File: src/hdl/ipc_pkg.sv
// shared types, constants and key codes of the irrigation pump controller
package ipc_pkg;

  // entry digits and derived count width
  localparam int unsigned ENTRY_DIGITS = 2;
  localparam int unsigned CNT_W        = $clog2(ENTRY_DIGITS + 1);

  localparam logic [6:0] TARGET_MAX = 7'd99;

  // field widths
  localparam int unsigned KEY_W   = 8;
  localparam int unsigned TIME_W  = 32;
  localparam int unsigned PCT_W   = 7;
  localparam int unsigned LIGHT_W = 10;
  localparam int unsigned TEMP_W  = 12;
  localparam int unsigned IVL_W   = 16;
  localparam int unsigned MAXP_W  = 24;
  localparam int unsigned BONUS_W = 6;
  localparam int unsigned CFG_W   = 24;
  localparam int unsigned CIDX_W  = 3;

  // configuration register indexes
  localparam logic [CIDX_W-1:0] CFG_SENSOR_INTERVAL = 3'd0;
  localparam logic [CIDX_W-1:0] CFG_MAX_PUMP        = 3'd1;
  localparam logic [CIDX_W-1:0] CFG_HEAT_LIMIT      = 3'd2;
  localparam logic [CIDX_W-1:0] CFG_HEAT_BONUS      = 3'd3;
  localparam logic [CIDX_W-1:0] CFG_LIGHT_LIMIT     = 3'd4;
  localparam logic [CIDX_W-1:0] CFG_FREEZE_LIMIT    = 3'd5;
  localparam logic [CIDX_W-1:0] CFG_START_THRESHOLD = 3'd6;

  // reset values of the configuration registers
  localparam logic [IVL_W-1:0]          RST_INTERVAL  = 16'd1000;
  localparam logic [MAXP_W-1:0]         RST_MAX_PUMP  = 24'd60000;
  localparam logic signed [TEMP_W-1:0]  RST_HEAT      = 12'sd350;
  localparam logic [BONUS_W-1:0]        RST_BONUS     = 6'd10;
  localparam logic [LIGHT_W-1:0]        RST_LIGHT     = 10'd800;
  localparam logic signed [TEMP_W-1:0]  RST_FREEZE    = 12'sd20;
  localparam logic [PCT_W-1:0]          RST_THRESHOLD = 7'd40;

  // key codes
  localparam logic [KEY_W-1:0] KEY_NONE = 8'h00;
  localparam logic [KEY_W-1:0] KEY_A    = 8'h41;
  localparam logic [KEY_W-1:0] KEY_B    = 8'h42;
  localparam logic [KEY_W-1:0] KEY_C    = 8'h43;
  localparam logic [KEY_W-1:0] KEY_STAR = 8'h2A;
  localparam logic [KEY_W-1:0] KEY_HASH = 8'h23;
  localparam logic [KEY_W-1:0] KEY_ZERO = 8'h30;
  localparam logic [KEY_W-1:0] KEY_NINE = 8'h39;

  typedef enum logic [1:0] {
    PH_IDLE  = 2'd0,
    PH_SENSE = 2'd1,
    PH_WATER = 2'd2,
    PH_ENTRY = 2'd3
  } phase_t;

  typedef logic [KEY_W-1:0]          key_t;
  typedef logic [TIME_W-1:0]         time_t;
  typedef logic [PCT_W-1:0]          pct_t;
  typedef logic [LIGHT_W-1:0]        light_t;
  typedef logic signed [TEMP_W-1:0]  temp_t;

  function automatic pct_t sat_target(input logic [9:0] v);
    if (v > 10'(TARGET_MAX)) begin
      return TARGET_MAX;
    end
    return v[PCT_W-1:0];
  endfunction

endpackage

File: src/hdl/ipc_in_if.sv
// input channel: one control loop pass per transaction
interface ipc_in_if;
  logic               valid;
  logic               ready;
  ipc_pkg::key_t      key_code;
  ipc_pkg::time_t     now_ms;
  ipc_pkg::pct_t      moisture_pct;
  ipc_pkg::light_t    light_raw;
  ipc_pkg::temp_t     temp_tenths;

  modport source (output valid, key_code, now_ms, moisture_pct, light_raw, temp_tenths,
                  input ready);
  modport sink   (input valid, key_code, now_ms, moisture_pct, light_raw, temp_tenths,
                  output ready);
endinterface

File: src/hdl/ipc_out_if.sv
// result channel: pump and status per transaction
interface ipc_out_if;
  logic                       valid;
  logic                       ready;
  logic                       pump_on;
  logic [1:0]                 phase;
  logic                       locked;
  logic                       auto_mode;
  ipc_pkg::pct_t              moisture_target;
  ipc_pkg::pct_t              entry_value;
  logic [1:0]                 entry_count;

  modport source (output valid, pump_on, phase, locked, auto_mode, moisture_target,
                  entry_value, entry_count, input ready);
  modport sink   (input valid, pump_on, phase, locked, auto_mode, moisture_target,
                  entry_value, entry_count, output ready);
endinterface

File: src/hdl/irrigation_pump_controller_top.sv
// irrigation pump controller: key handling, phase machine and result register
//
//  channel   | direction | contents
//  in_ch     | sink      | key_code, now_ms, moisture_pct, light_raw, temp_tenths
//  out_ch    | source    | pump_on, phase, locked, auto_mode, moisture_target,
//            |           | entry_value, entry_count
//  cfg_*     | write     | cfg_we, cfg_index, cfg_wdata
//
// one transaction per cycle sustained while results are taken; path from input to result:
// input register, then state update and result register in one pass
// rst_n is synchronous, active low; state and configuration take their reset values
// a stalled result holds the result register; the input register still takes a
// transaction whenever it is empty or moving on
module irrigation_pump_controller_top (
  input  logic                         clk,
  input  logic                         rst_n,
  ipc_in_if.sink                       in_ch,
  ipc_out_if.source                    out_ch,
  input  logic                         cfg_we,
  input  logic [ipc_pkg::CIDX_W-1:0]   cfg_index,
  input  logic [ipc_pkg::CFG_W-1:0]    cfg_wdata
);
  import ipc_pkg::*;

  // configuration
  logic [IVL_W-1:0]   interval_r;
  logic [MAXP_W-1:0]  max_pump_r;
  temp_t              heat_limit_r;
  logic [BONUS_W-1:0] heat_bonus_r;
  light_t             light_limit_r;
  temp_t              freeze_limit_r;

  // input register
  logic   in_v_r;
  key_t   key_r;
  time_t  now_r;
  pct_t   moist_r;
  light_t light_r;
  temp_t  temp_r;

  // controller state
  phase_t           phase_r, phase_nxt;
  logic             pump_r, pump_nxt;
  logic             lock_r, lock_nxt;
  logic             auto_r, auto_nxt;
  pct_t             target_r, target_nxt;
  pct_t             entry_value_r, entry_value_nxt;
  logic [CNT_W-1:0] entry_count_r, entry_count_nxt;
  time_t            last_read_r, last_read_nxt;
  time_t            pump_start_r, pump_start_nxt;

  // result register
  logic       out_v_r;
  logic       res_pump_r;
  logic [1:0] res_phase_r;
  logic       res_lock_r;
  logic       res_auto_r;
  pct_t       res_target_r;
  pct_t       res_value_r;
  logic [1:0] res_count_r;
  logic [1:0] res_count_nxt;
  logic [2:0] cnt_ext;

  logic       advance;
  logic       fire;
  time_t      since_read;
  time_t      since_pump;
  logic [3:0] digit;
  logic [9:0] entry_sum;
  logic [7:0] thr;
  logic       start_pump;

  assign advance     = !out_v_r || out_ch.ready;
  assign in_ch.ready = !in_v_r || advance;
  assign fire        = in_v_r && advance;

  assign since_read = now_r - last_read_r;
  assign since_pump = now_r - pump_start_r;
  assign digit      = 4'(key_r - KEY_ZERO);
  assign entry_sum  = 10'(entry_value_r) * 10'd10 + 10'(digit);

  // next state: keys first, then the phase machine on the phase they leave
  always_comb begin
    phase_nxt       = phase_r;
    pump_nxt        = pump_r;
    lock_nxt        = lock_r;
    auto_nxt        = auto_r;
    target_nxt      = target_r;
    entry_value_nxt = entry_value_r;
    entry_count_nxt = entry_count_r;
    last_read_nxt   = last_read_r;
    pump_start_nxt  = pump_start_r;
    thr             = '0;
    start_pump      = 1'b0;

    if (key_r != KEY_NONE) begin
      if (key_r == KEY_A) begin
        auto_nxt = 1'b1;
      end
      if (key_r == KEY_B) begin
        auto_nxt  = 1'b0;
        pump_nxt  = 1'b0;
        phase_nxt = PH_IDLE;
      end
      if (key_r == KEY_C && lock_r) begin
        lock_nxt  = 1'b0;
        phase_nxt = PH_IDLE;
      end
      if (key_r == KEY_STAR) begin
        phase_nxt       = PH_ENTRY;
        entry_value_nxt = '0;
        entry_count_nxt = '0;
      end else if (key_r == KEY_HASH) begin
        if (phase_nxt == PH_ENTRY && entry_count_r != '0) begin
          target_nxt = entry_value_r;
        end
        phase_nxt = PH_IDLE;
      end else if (phase_nxt == PH_ENTRY) begin
        if (key_r >= KEY_ZERO && key_r <= KEY_NINE &&
            32'(entry_count_r) < ENTRY_DIGITS) begin
          entry_value_nxt = sat_target(entry_sum);
          entry_count_nxt = entry_count_r + 1'b1;
        end
      end
    end

    unique case (phase_nxt)
      PH_IDLE: begin
        if (since_read >= 32'(interval_r)) begin
          phase_nxt = PH_SENSE;
        end
      end
      PH_SENSE: begin
        last_read_nxt = now_r;
        if (auto_nxt && !lock_nxt) begin
          thr = 8'(target_nxt);
          if (temp_r > heat_limit_r) begin
            thr = 8'(target_nxt) + 8'(heat_bonus_r);
          end
          start_pump = (8'(moist_r) < thr) && !(light_r > light_limit_r) &&
                       !(temp_r < freeze_limit_r);
        end
        if (start_pump) begin
          pump_nxt       = 1'b1;
          pump_start_nxt = now_r;
          phase_nxt      = PH_WATER;
        end else begin
          phase_nxt = PH_IDLE;
        end
      end
      PH_WATER: begin
        if (since_pump > 32'(max_pump_r)) begin
          pump_nxt  = 1'b0;
          lock_nxt  = 1'b1;
          phase_nxt = PH_IDLE;
        end else if (since_read >= 32'(interval_r)) begin
          last_read_nxt = now_r;
          if (moist_r >= target_nxt) begin
            pump_nxt  = 1'b0;
            phase_nxt = PH_IDLE;
          end
        end
      end
      PH_ENTRY: begin
      end
    endcase
  end

  // result fields; the count shown saturates at three
  always_comb begin
    cnt_ext       = 3'(entry_count_nxt);
    res_count_nxt = (cnt_ext > 3'd3) ? 2'd3 : cnt_ext[1:0];
  end

  always_ff @(posedge clk) begin
    if (!rst_n) begin
      in_v_r <= 1'b0;
    end else if (in_ch.ready) begin
      in_v_r <= in_ch.valid;
    end
  end

  always_ff @(posedge clk) begin
    if (in_ch.ready && in_ch.valid) begin
      key_r   <= in_ch.key_code;
      now_r   <= in_ch.now_ms;
      moist_r <= in_ch.moisture_pct;
      light_r <= in_ch.light_raw;
      temp_r  <= in_ch.temp_tenths;
    end
  end

  always_ff @(posedge clk) begin
    if (!rst_n) begin
      interval_r     <= RST_INTERVAL;
      max_pump_r     <= RST_MAX_PUMP;
      heat_limit_r   <= RST_HEAT;
      heat_bonus_r   <= RST_BONUS;
      light_limit_r  <= RST_LIGHT;
      freeze_limit_r <= RST_FREEZE;
    end else if (cfg_we) begin
      unique case (cfg_index)
        CFG_SENSOR_INTERVAL: interval_r     <= cfg_wdata[IVL_W-1:0];
        CFG_MAX_PUMP:        max_pump_r     <= cfg_wdata[MAXP_W-1:0];
        CFG_HEAT_LIMIT:      heat_limit_r   <= temp_t'(cfg_wdata[TEMP_W-1:0]);
        CFG_HEAT_BONUS:      heat_bonus_r   <= cfg_wdata[BONUS_W-1:0];
        CFG_LIGHT_LIMIT:     light_limit_r  <= cfg_wdata[LIGHT_W-1:0];
        CFG_FREEZE_LIMIT:    freeze_limit_r <= temp_t'(cfg_wdata[TEMP_W-1:0]);
        default: begin
        end
      endcase
    end
  end

  always_ff @(posedge clk) begin
    if (!rst_n) begin
      phase_r       <= PH_IDLE;
      pump_r        <= 1'b0;
      lock_r        <= 1'b0;
      auto_r        <= 1'b1;
      target_r      <= sat_target(10'(RST_THRESHOLD));
      entry_value_r <= '0;
      entry_count_r <= '0;
      last_read_r   <= '0;
      pump_start_r  <= '0;
    end else begin
      if (fire) begin
        phase_r       <= phase_nxt;
        pump_r        <= pump_nxt;
        lock_r        <= lock_nxt;
        auto_r        <= auto_nxt;
        target_r      <= target_nxt;
        entry_value_r <= entry_value_nxt;
        entry_count_r <= entry_count_nxt;
        last_read_r   <= last_read_nxt;
        pump_start_r  <= pump_start_nxt;
      end
      // threshold write reloads the target; issue it only while no transaction is in flight (block does not enforce)
      if (cfg_we && cfg_index == CFG_START_THRESHOLD) begin
        target_r <= sat_target(10'(cfg_wdata[PCT_W-1:0]));
      end
    end
  end

  always_ff @(posedge clk) begin
    if (!rst_n) begin
      out_v_r <= 1'b0;
    end else if (advance) begin
      out_v_r <= in_v_r;
    end
  end

  always_ff @(posedge clk) begin
    if (fire) begin
      res_pump_r   <= pump_nxt;
      res_phase_r  <= phase_nxt;
      res_lock_r   <= lock_nxt;
      res_auto_r   <= auto_nxt;
      res_target_r <= target_nxt;
      res_value_r  <= entry_value_nxt;
      res_count_r  <= res_count_nxt;
    end
  end

  assign out_ch.valid           = out_v_r;
  assign out_ch.pump_on         = res_pump_r;
  assign out_ch.phase           = res_phase_r;
  assign out_ch.locked          = res_lock_r;
  assign out_ch.auto_mode       = res_auto_r;
  assign out_ch.moisture_target = res_target_r;
  assign out_ch.entry_value     = res_value_r;
  assign out_ch.entry_count     = res_count_r;

  // the lock is only set by a timeout that also stops the pump, and nothing restarts it while locked
  a_lock_stops_pump: assert property (@(posedge clk) disable iff (!rst_n)
    lock_r |-> !pump_r)
    else $error("pump running while safety lock is set");

  a_water_has_pump: assert property (@(posedge clk) disable iff (!rst_n)
    (phase_r == PH_WATER) |-> pump_r)
    else $error("watering phase with pump off");

  a_count_bound: assert property (@(posedge clk) disable iff (!rst_n)
    32'(entry_count_r) <= ENTRY_DIGITS)
    else $error("entry digit count beyond limit");

  a_target_bound: assert property (@(posedge clk) disable iff (!rst_n)
    target_r <= TARGET_MAX)
    else $error("moisture target above saturation");

  a_result_follows_pass: assert property (@(posedge clk) disable iff (!rst_n)
    fire |=> out_v_r && res_phase_r == phase_r && res_pump_r == pump_r)
    else $error("result register out of step with controller state");

endmodule
File: src/flat_wrapper.sv
// flat-port wrapper written by rule: the top's interface ports become plain ports
module irrigation_pump_controller_top_flat import ipc_pkg::*;
  (clk, rst_n, cfg_we, cfg_index, cfg_wdata, in_ch_valid, in_ch_key_code, in_ch_now_ms, in_ch_moisture_pct, in_ch_light_raw, in_ch_temp_tenths, in_ch_ready, out_ch_valid, out_ch_pump_on, out_ch_phase, out_ch_locked, out_ch_auto_mode, out_ch_moisture_target, out_ch_entry_value, out_ch_entry_count, out_ch_ready);
  ipc_in_if in_ch_i ();
  ipc_out_if out_ch_i ();
  input  logic clk;
  input  logic rst_n;
  input  logic cfg_we;
  input  logic [ipc_pkg::CIDX_W-1:0] cfg_index;
  input  logic [ipc_pkg::CFG_W-1:0] cfg_wdata;
  input wire logic [$bits(in_ch_i.valid)-1:0] in_ch_valid;
  input wire logic [$bits(in_ch_i.key_code)-1:0] in_ch_key_code;
  input wire logic [$bits(in_ch_i.now_ms)-1:0] in_ch_now_ms;
  input wire logic [$bits(in_ch_i.moisture_pct)-1:0] in_ch_moisture_pct;
  input wire logic [$bits(in_ch_i.light_raw)-1:0] in_ch_light_raw;
  input wire logic [$bits(in_ch_i.temp_tenths)-1:0] in_ch_temp_tenths;
  output wire logic [$bits(in_ch_i.ready)-1:0] in_ch_ready;
  output wire logic [$bits(out_ch_i.valid)-1:0] out_ch_valid;
  output wire logic [$bits(out_ch_i.pump_on)-1:0] out_ch_pump_on;
  output wire logic [$bits(out_ch_i.phase)-1:0] out_ch_phase;
  output wire logic [$bits(out_ch_i.locked)-1:0] out_ch_locked;
  output wire logic [$bits(out_ch_i.auto_mode)-1:0] out_ch_auto_mode;
  output wire logic [$bits(out_ch_i.moisture_target)-1:0] out_ch_moisture_target;
  output wire logic [$bits(out_ch_i.entry_value)-1:0] out_ch_entry_value;
  output wire logic [$bits(out_ch_i.entry_count)-1:0] out_ch_entry_count;
  input wire logic [$bits(out_ch_i.ready)-1:0] out_ch_ready;
  assign in_ch_i.valid = in_ch_valid;
  assign in_ch_i.key_code = in_ch_key_code;
  assign in_ch_i.now_ms = in_ch_now_ms;
  assign in_ch_i.moisture_pct = in_ch_moisture_pct;
  assign in_ch_i.light_raw = in_ch_light_raw;
  assign in_ch_i.temp_tenths = in_ch_temp_tenths;
  assign in_ch_ready = in_ch_i.ready;
  assign out_ch_valid = out_ch_i.valid;
  assign out_ch_pump_on = out_ch_i.pump_on;
  assign out_ch_phase = out_ch_i.phase;
  assign out_ch_locked = out_ch_i.locked;
  assign out_ch_auto_mode = out_ch_i.auto_mode;
  assign out_ch_moisture_target = out_ch_i.moisture_target;
  assign out_ch_entry_value = out_ch_i.entry_value;
  assign out_ch_entry_count = out_ch_i.entry_count;
  assign out_ch_i.ready = out_ch_ready;
  irrigation_pump_controller_top u_core (.clk(clk), .rst_n(rst_n), .in_ch(in_ch_i), .out_ch(out_ch_i), .cfg_we(cfg_we), .cfg_index(cfg_index), .cfg_wdata(cfg_wdata));
endmodule
File: config.mk
export PLATFORM = sky130hd
export DESIGN_NAME = irrigation_pump_controller_top_flat
export DESIGN_NICKNAME = d
export VERILOG_FILES = /design/src/hdl/ipc_pkg.sv /design/src/hdl/ipc_in_if.sv /design/src/hdl/ipc_out_if.sv /design/src/hdl/irrigation_pump_controller_top.sv /design/src/flat_wrapper.sv
export SDC_FILE = /design/constraint.sdc
export NUM_CORES = 1
export LEC_CHECK = 0
export BUFFER_PORTS_ARGS = -buffer_cell sky130_fd_sc_hd__buf_2
export CAP_MARGIN = 20
export CORE_ASPECT_RATIO = 0.7
export CORE_MARGIN = 2
export CORE_UTILIZATION = 39
export DETAILED_ROUTE_END_ITERATION = 10
export HOLD_SLACK_MARGIN = 0.03
export PLACE_DENSITY = 0.57
export SYNTH_ARGS = -nofsm -noshare
export SYNTH_HDL_FRONTEND = slang
export SYNTH_SLANG_ARGS = --single-unit
File: constraint.sdc
create_clock -name clk -period 5.3 [get_ports clk]
set_input_delay 0 -clock clk [delete_from_list [all_inputs] [get_ports clk]]
set_output_delay 0 -clock clk [all_outputs]
set_load 0.02 [all_outputs]
==> flow_summary.json <==
{
  "status": "finished clean",
  "synthesis.nets": 2133,
  "worstMarginPinSlew_ns": 1.063,
  "hold_ws_ns": 0.1358,
  "clockPowerShare": 0.385,
  "syn_inst": 1854,
  "grt_overflow": 0,
  "antenna_found_initial": 4,
  "netlist_area_sq_um": 16430,
  "final_common_cell": "nand2_1",
  "hpwl_um": 33890,
  "min_period_over_period": 0.9866,
  "drt_iter0_drc": 921,
  "critPathRequiredTime_ns": 5.77,
  "final-hold-violation-count": 0,
  "cap_violations": 0,
  "powerDensity_nw_per_um2": 257.2,
  "synth_edf_count": 90,
  "worst_setup_path_end_kind": "flip-flop",
  "cts_htree_levels": 1,
  "netSwitchingPower_mw": 1.488,
  "initial_core_util": 0.3980,
  "drt-pass1-iter-count": 5,
  "final_cell_mix": "nand2_1, inv_1, ha_1",
  "synth-async-reset-ratio": 0,
  "yosysWarnings": 0,
  "core_area_sq_um": 41270,
  "path_max_fanout": 3,
  "max_clock_freq_ghz": 0.1912,
  "grt_pass1_vias": 13460,
  "power.internal_mw": 3.733,
  "portBuffers": 123,
  "synthFlopType": "dfxtp_1",
  "nets": 2392,
  "routedWlPerCell_um": 17.41,
  "vias": 14080,
  "clock_skew_ns": 0.02367,
  "clk_path_buf_depth": 3,
  "ant_nets": 0,
  "yosysUniqueCellTypes": 77,
  "fp.dieW_um": 249.3,
  "finalMaxSlewViolations": 0,
  "cts_buffers": 28,
  "ys_ff_latch": 257,
  "grt_pass1_wl_um": 73170,
  "pwr-share-seq": 0.416,
  "leakagePower_nw": 8.209,
  "rows": 62,
  "drt_wl_total_um": 46650,
  "min_period_ns": 5.229,
  "vdd_ir_drop_max_v": 0.0002492,
  "crit_type": "flip-flop to flip-flop",
  "drc": 0,
  "cts_tree": "built",
  "io-pin-count": 124,
  "via_per_inst": 5.254,
  "clockRootBuffer": "clkbuf_16",
  "tns_ns": 0,
  "clk_pin_slew_worst_paths_ns": 0.06,
  "critPathLaunchType": "flip-flop",
  "cts.sinks": 257,
  "synthTopCellsByArea": "dfxtp_1, edfxtp_1, ha_1, nand2_1, mux2i_1",
  "rsz0062_at_grt": "true",
  "setup_violations": 0,
  "reg2reg_setup_slack_ns": 0.07,
  "die_h_um": 175.7,
  "grt_max_degree": 74,
  "sw_frac_of_total": 0.2850,
  "syn2layout_area_growth_pct": 23.62,
  "hold_class": "input pin to flip-flop",
  "yosys.area.top_type": "dfxtp_1",
  "ys_seq_area_frac": 0.3681,
  "arrival_ns": 5.70,
  "grt.total_usage": 0.2085,
  "drive_gt1_frac": 0.1508,
  "slew_headroom": 0.2913,
  "die_area_sq_um": 43800,
  "gp_congestion": 0.9155,
  "p_comb_frac": 0.200,
  "syn_area_per_cell_sq_um": 8.860,
  "clk_latency_ns": 0.58,
  "yosysTopAreaCellShare": 0.2035
}
## final cells by class
class / instances / area [sq um]
clock buffers: 39 / 835.8
fillers: 3961 / 20960
inverters: 172 / 645.6
flip-flops and latches: 257 / 6046
clock inverters: 13 / 102.6
repair buffers: 310 / 2347
multi-input cells: 1344 / 9646
diodes: 1 / 2.502
well taps: 544 / 680.7
## cell families after synthesis
kind of cell | share of synthesized area
buffers and inverters | 0.06246
adder cells (fa/ha/maj) | 0.1379
AO/OA/AOI/OAI | 0.1794
flip-flops | 0.3681
multiplexers | 0.05104
AND/OR/NAND/NOR | 0.1665
XOR/XNOR | 0.03466
## power groups by stage
stage	Combinational (mW)	Sequential, mW	Clock [mW]
after floorplan	0.617	2.21	0
final	1.04	2.17	2.01
after global placement	0.893	2.21	0
after CTS	0.997	2.17	2.08
after detailed placement	0.911	2.21	0
after global routing	1.15	2.18	2.14
## state kept, by name (all words and copies together), names as in the netlist, 6 cells and up
signal / flops
u_core.now_r: 32
u_core.pump_start_r: 32
u_core.max_pump_r: 24
u_core.interval_r: 16
u_core.freeze_limit_r: 12
u_core.light_limit_r: 10
u_core.key_r: 8
u_core.temp_r: 12
u_core.heat_bonus_r: 6
u_core.light_r: 10
u_core.last_read_r: 32
u_core.out_ch.moisture_target: 7
u_core.target_r: 7
u_core.entry_value_r: 7
u_core.out_ch.entry_value: 7
u_core.moist_r: 7
u_core.heat_limit_r: 12
## Yosys cell counts, types with 26 or more instances
cell        n
a21boi_0   60
nand2_1   292
a21oi_1   103
a21o_1     31
clkbuf_1   68
nor2b_1    56
nand3_1    27
edfxtp_1   90
dfxtp_1   167
xnor2_1    41
inv_1     172
mux2i_1    77
o211ai_1   45
nand4_1    26
o21ai_0    74
ha_1      173
nor2_1     74
## per-stage QoR
| stage | instances | setup WS, ns | total power [mW] | area [sq um] | util |
|---|---|---|---|---|---|
| 6_report | 2680 | 0.07100 | 5.222 | 20310 | 0.4920 |
| 3_5_place_dp | 2502 | -0.1703 | 3.122 | 17850 | 0.4326 |
| 3_3_place_gp | 2501 | -0.03321 | 3.103 | 17840 | 0.4323 |
| 4_1_cts | 2668 | 0.002459 | 5.242 | 20010 | 0.4849 |
| 5_1_grt | 2680 | -0.2527 | 5.474 | 20310 | 0.4920 |
| 2_1_floorplan | 1854 | 0.09923 | 2.823 | 16430 | - |
## routing by layer
layer	up-vias	GRT usage	part of all wire
met3	73	0.03112	0.057
li1	7061	-	-
met1	6562	0.3086	0.50
met4	4	0.04694	0.022
met2	380	0.3190	0.42
met5	-	0	0.00047
## worst paths after layout
kind                                                     startpoint                                  end  cells after the start
worst max-delay path                      u_core.now_r[0]$_DFFE_PP_           u_core.pump_r$_SDFFE_PN0P_                     23
worst min-delay path                                in_ch_now_ms[4]            u_core.now_r[4]$_DFFE_PP_                      2
worst max register to register            u_core.now_r[0]$_DFFE_PP_           u_core.pump_r$_SDFFE_PN0P_                     23
worst min register to register  u_core.last_read_r[26]$_SDFFE_PN0P_  u_core.last_read_r[26]$_SDFFE_PN0P_                      2
## worst max-delay path, cell delays in order, from the launching register on
cell and delay, ns:
edfxtp_1 0.40, inv_2 0.11, buf_4 0.11, ha_1 0.15, inv_1 0.06, fa_2 0.42
a211oi_2 0.23, buf_4 0.16, o21a_4 0.13, xnor2_2 0.12, ha_1 0.27, and3_1 0.20
a221o_1 0.34, a31oi_1 0.18, buf_4 0.15, nor4_2 0.07, nor4_4 0.24, nand4_1 0.11
or4_4 0.51, nor4_4 0.36, buf_4 0.18, o211ai_1 0.13, and3b_1 0.24, o31ai_1 0.25
## timing repair
item,CTS,global route
setup buffers,6,15
gates cloned,2,0
pin swaps,4,38
setup endpoints to repair,59,72
hold endpoints to repair,188,0
hold buffers,106,0
resized for setup,12,55
(Power assumes the default switching activity.)
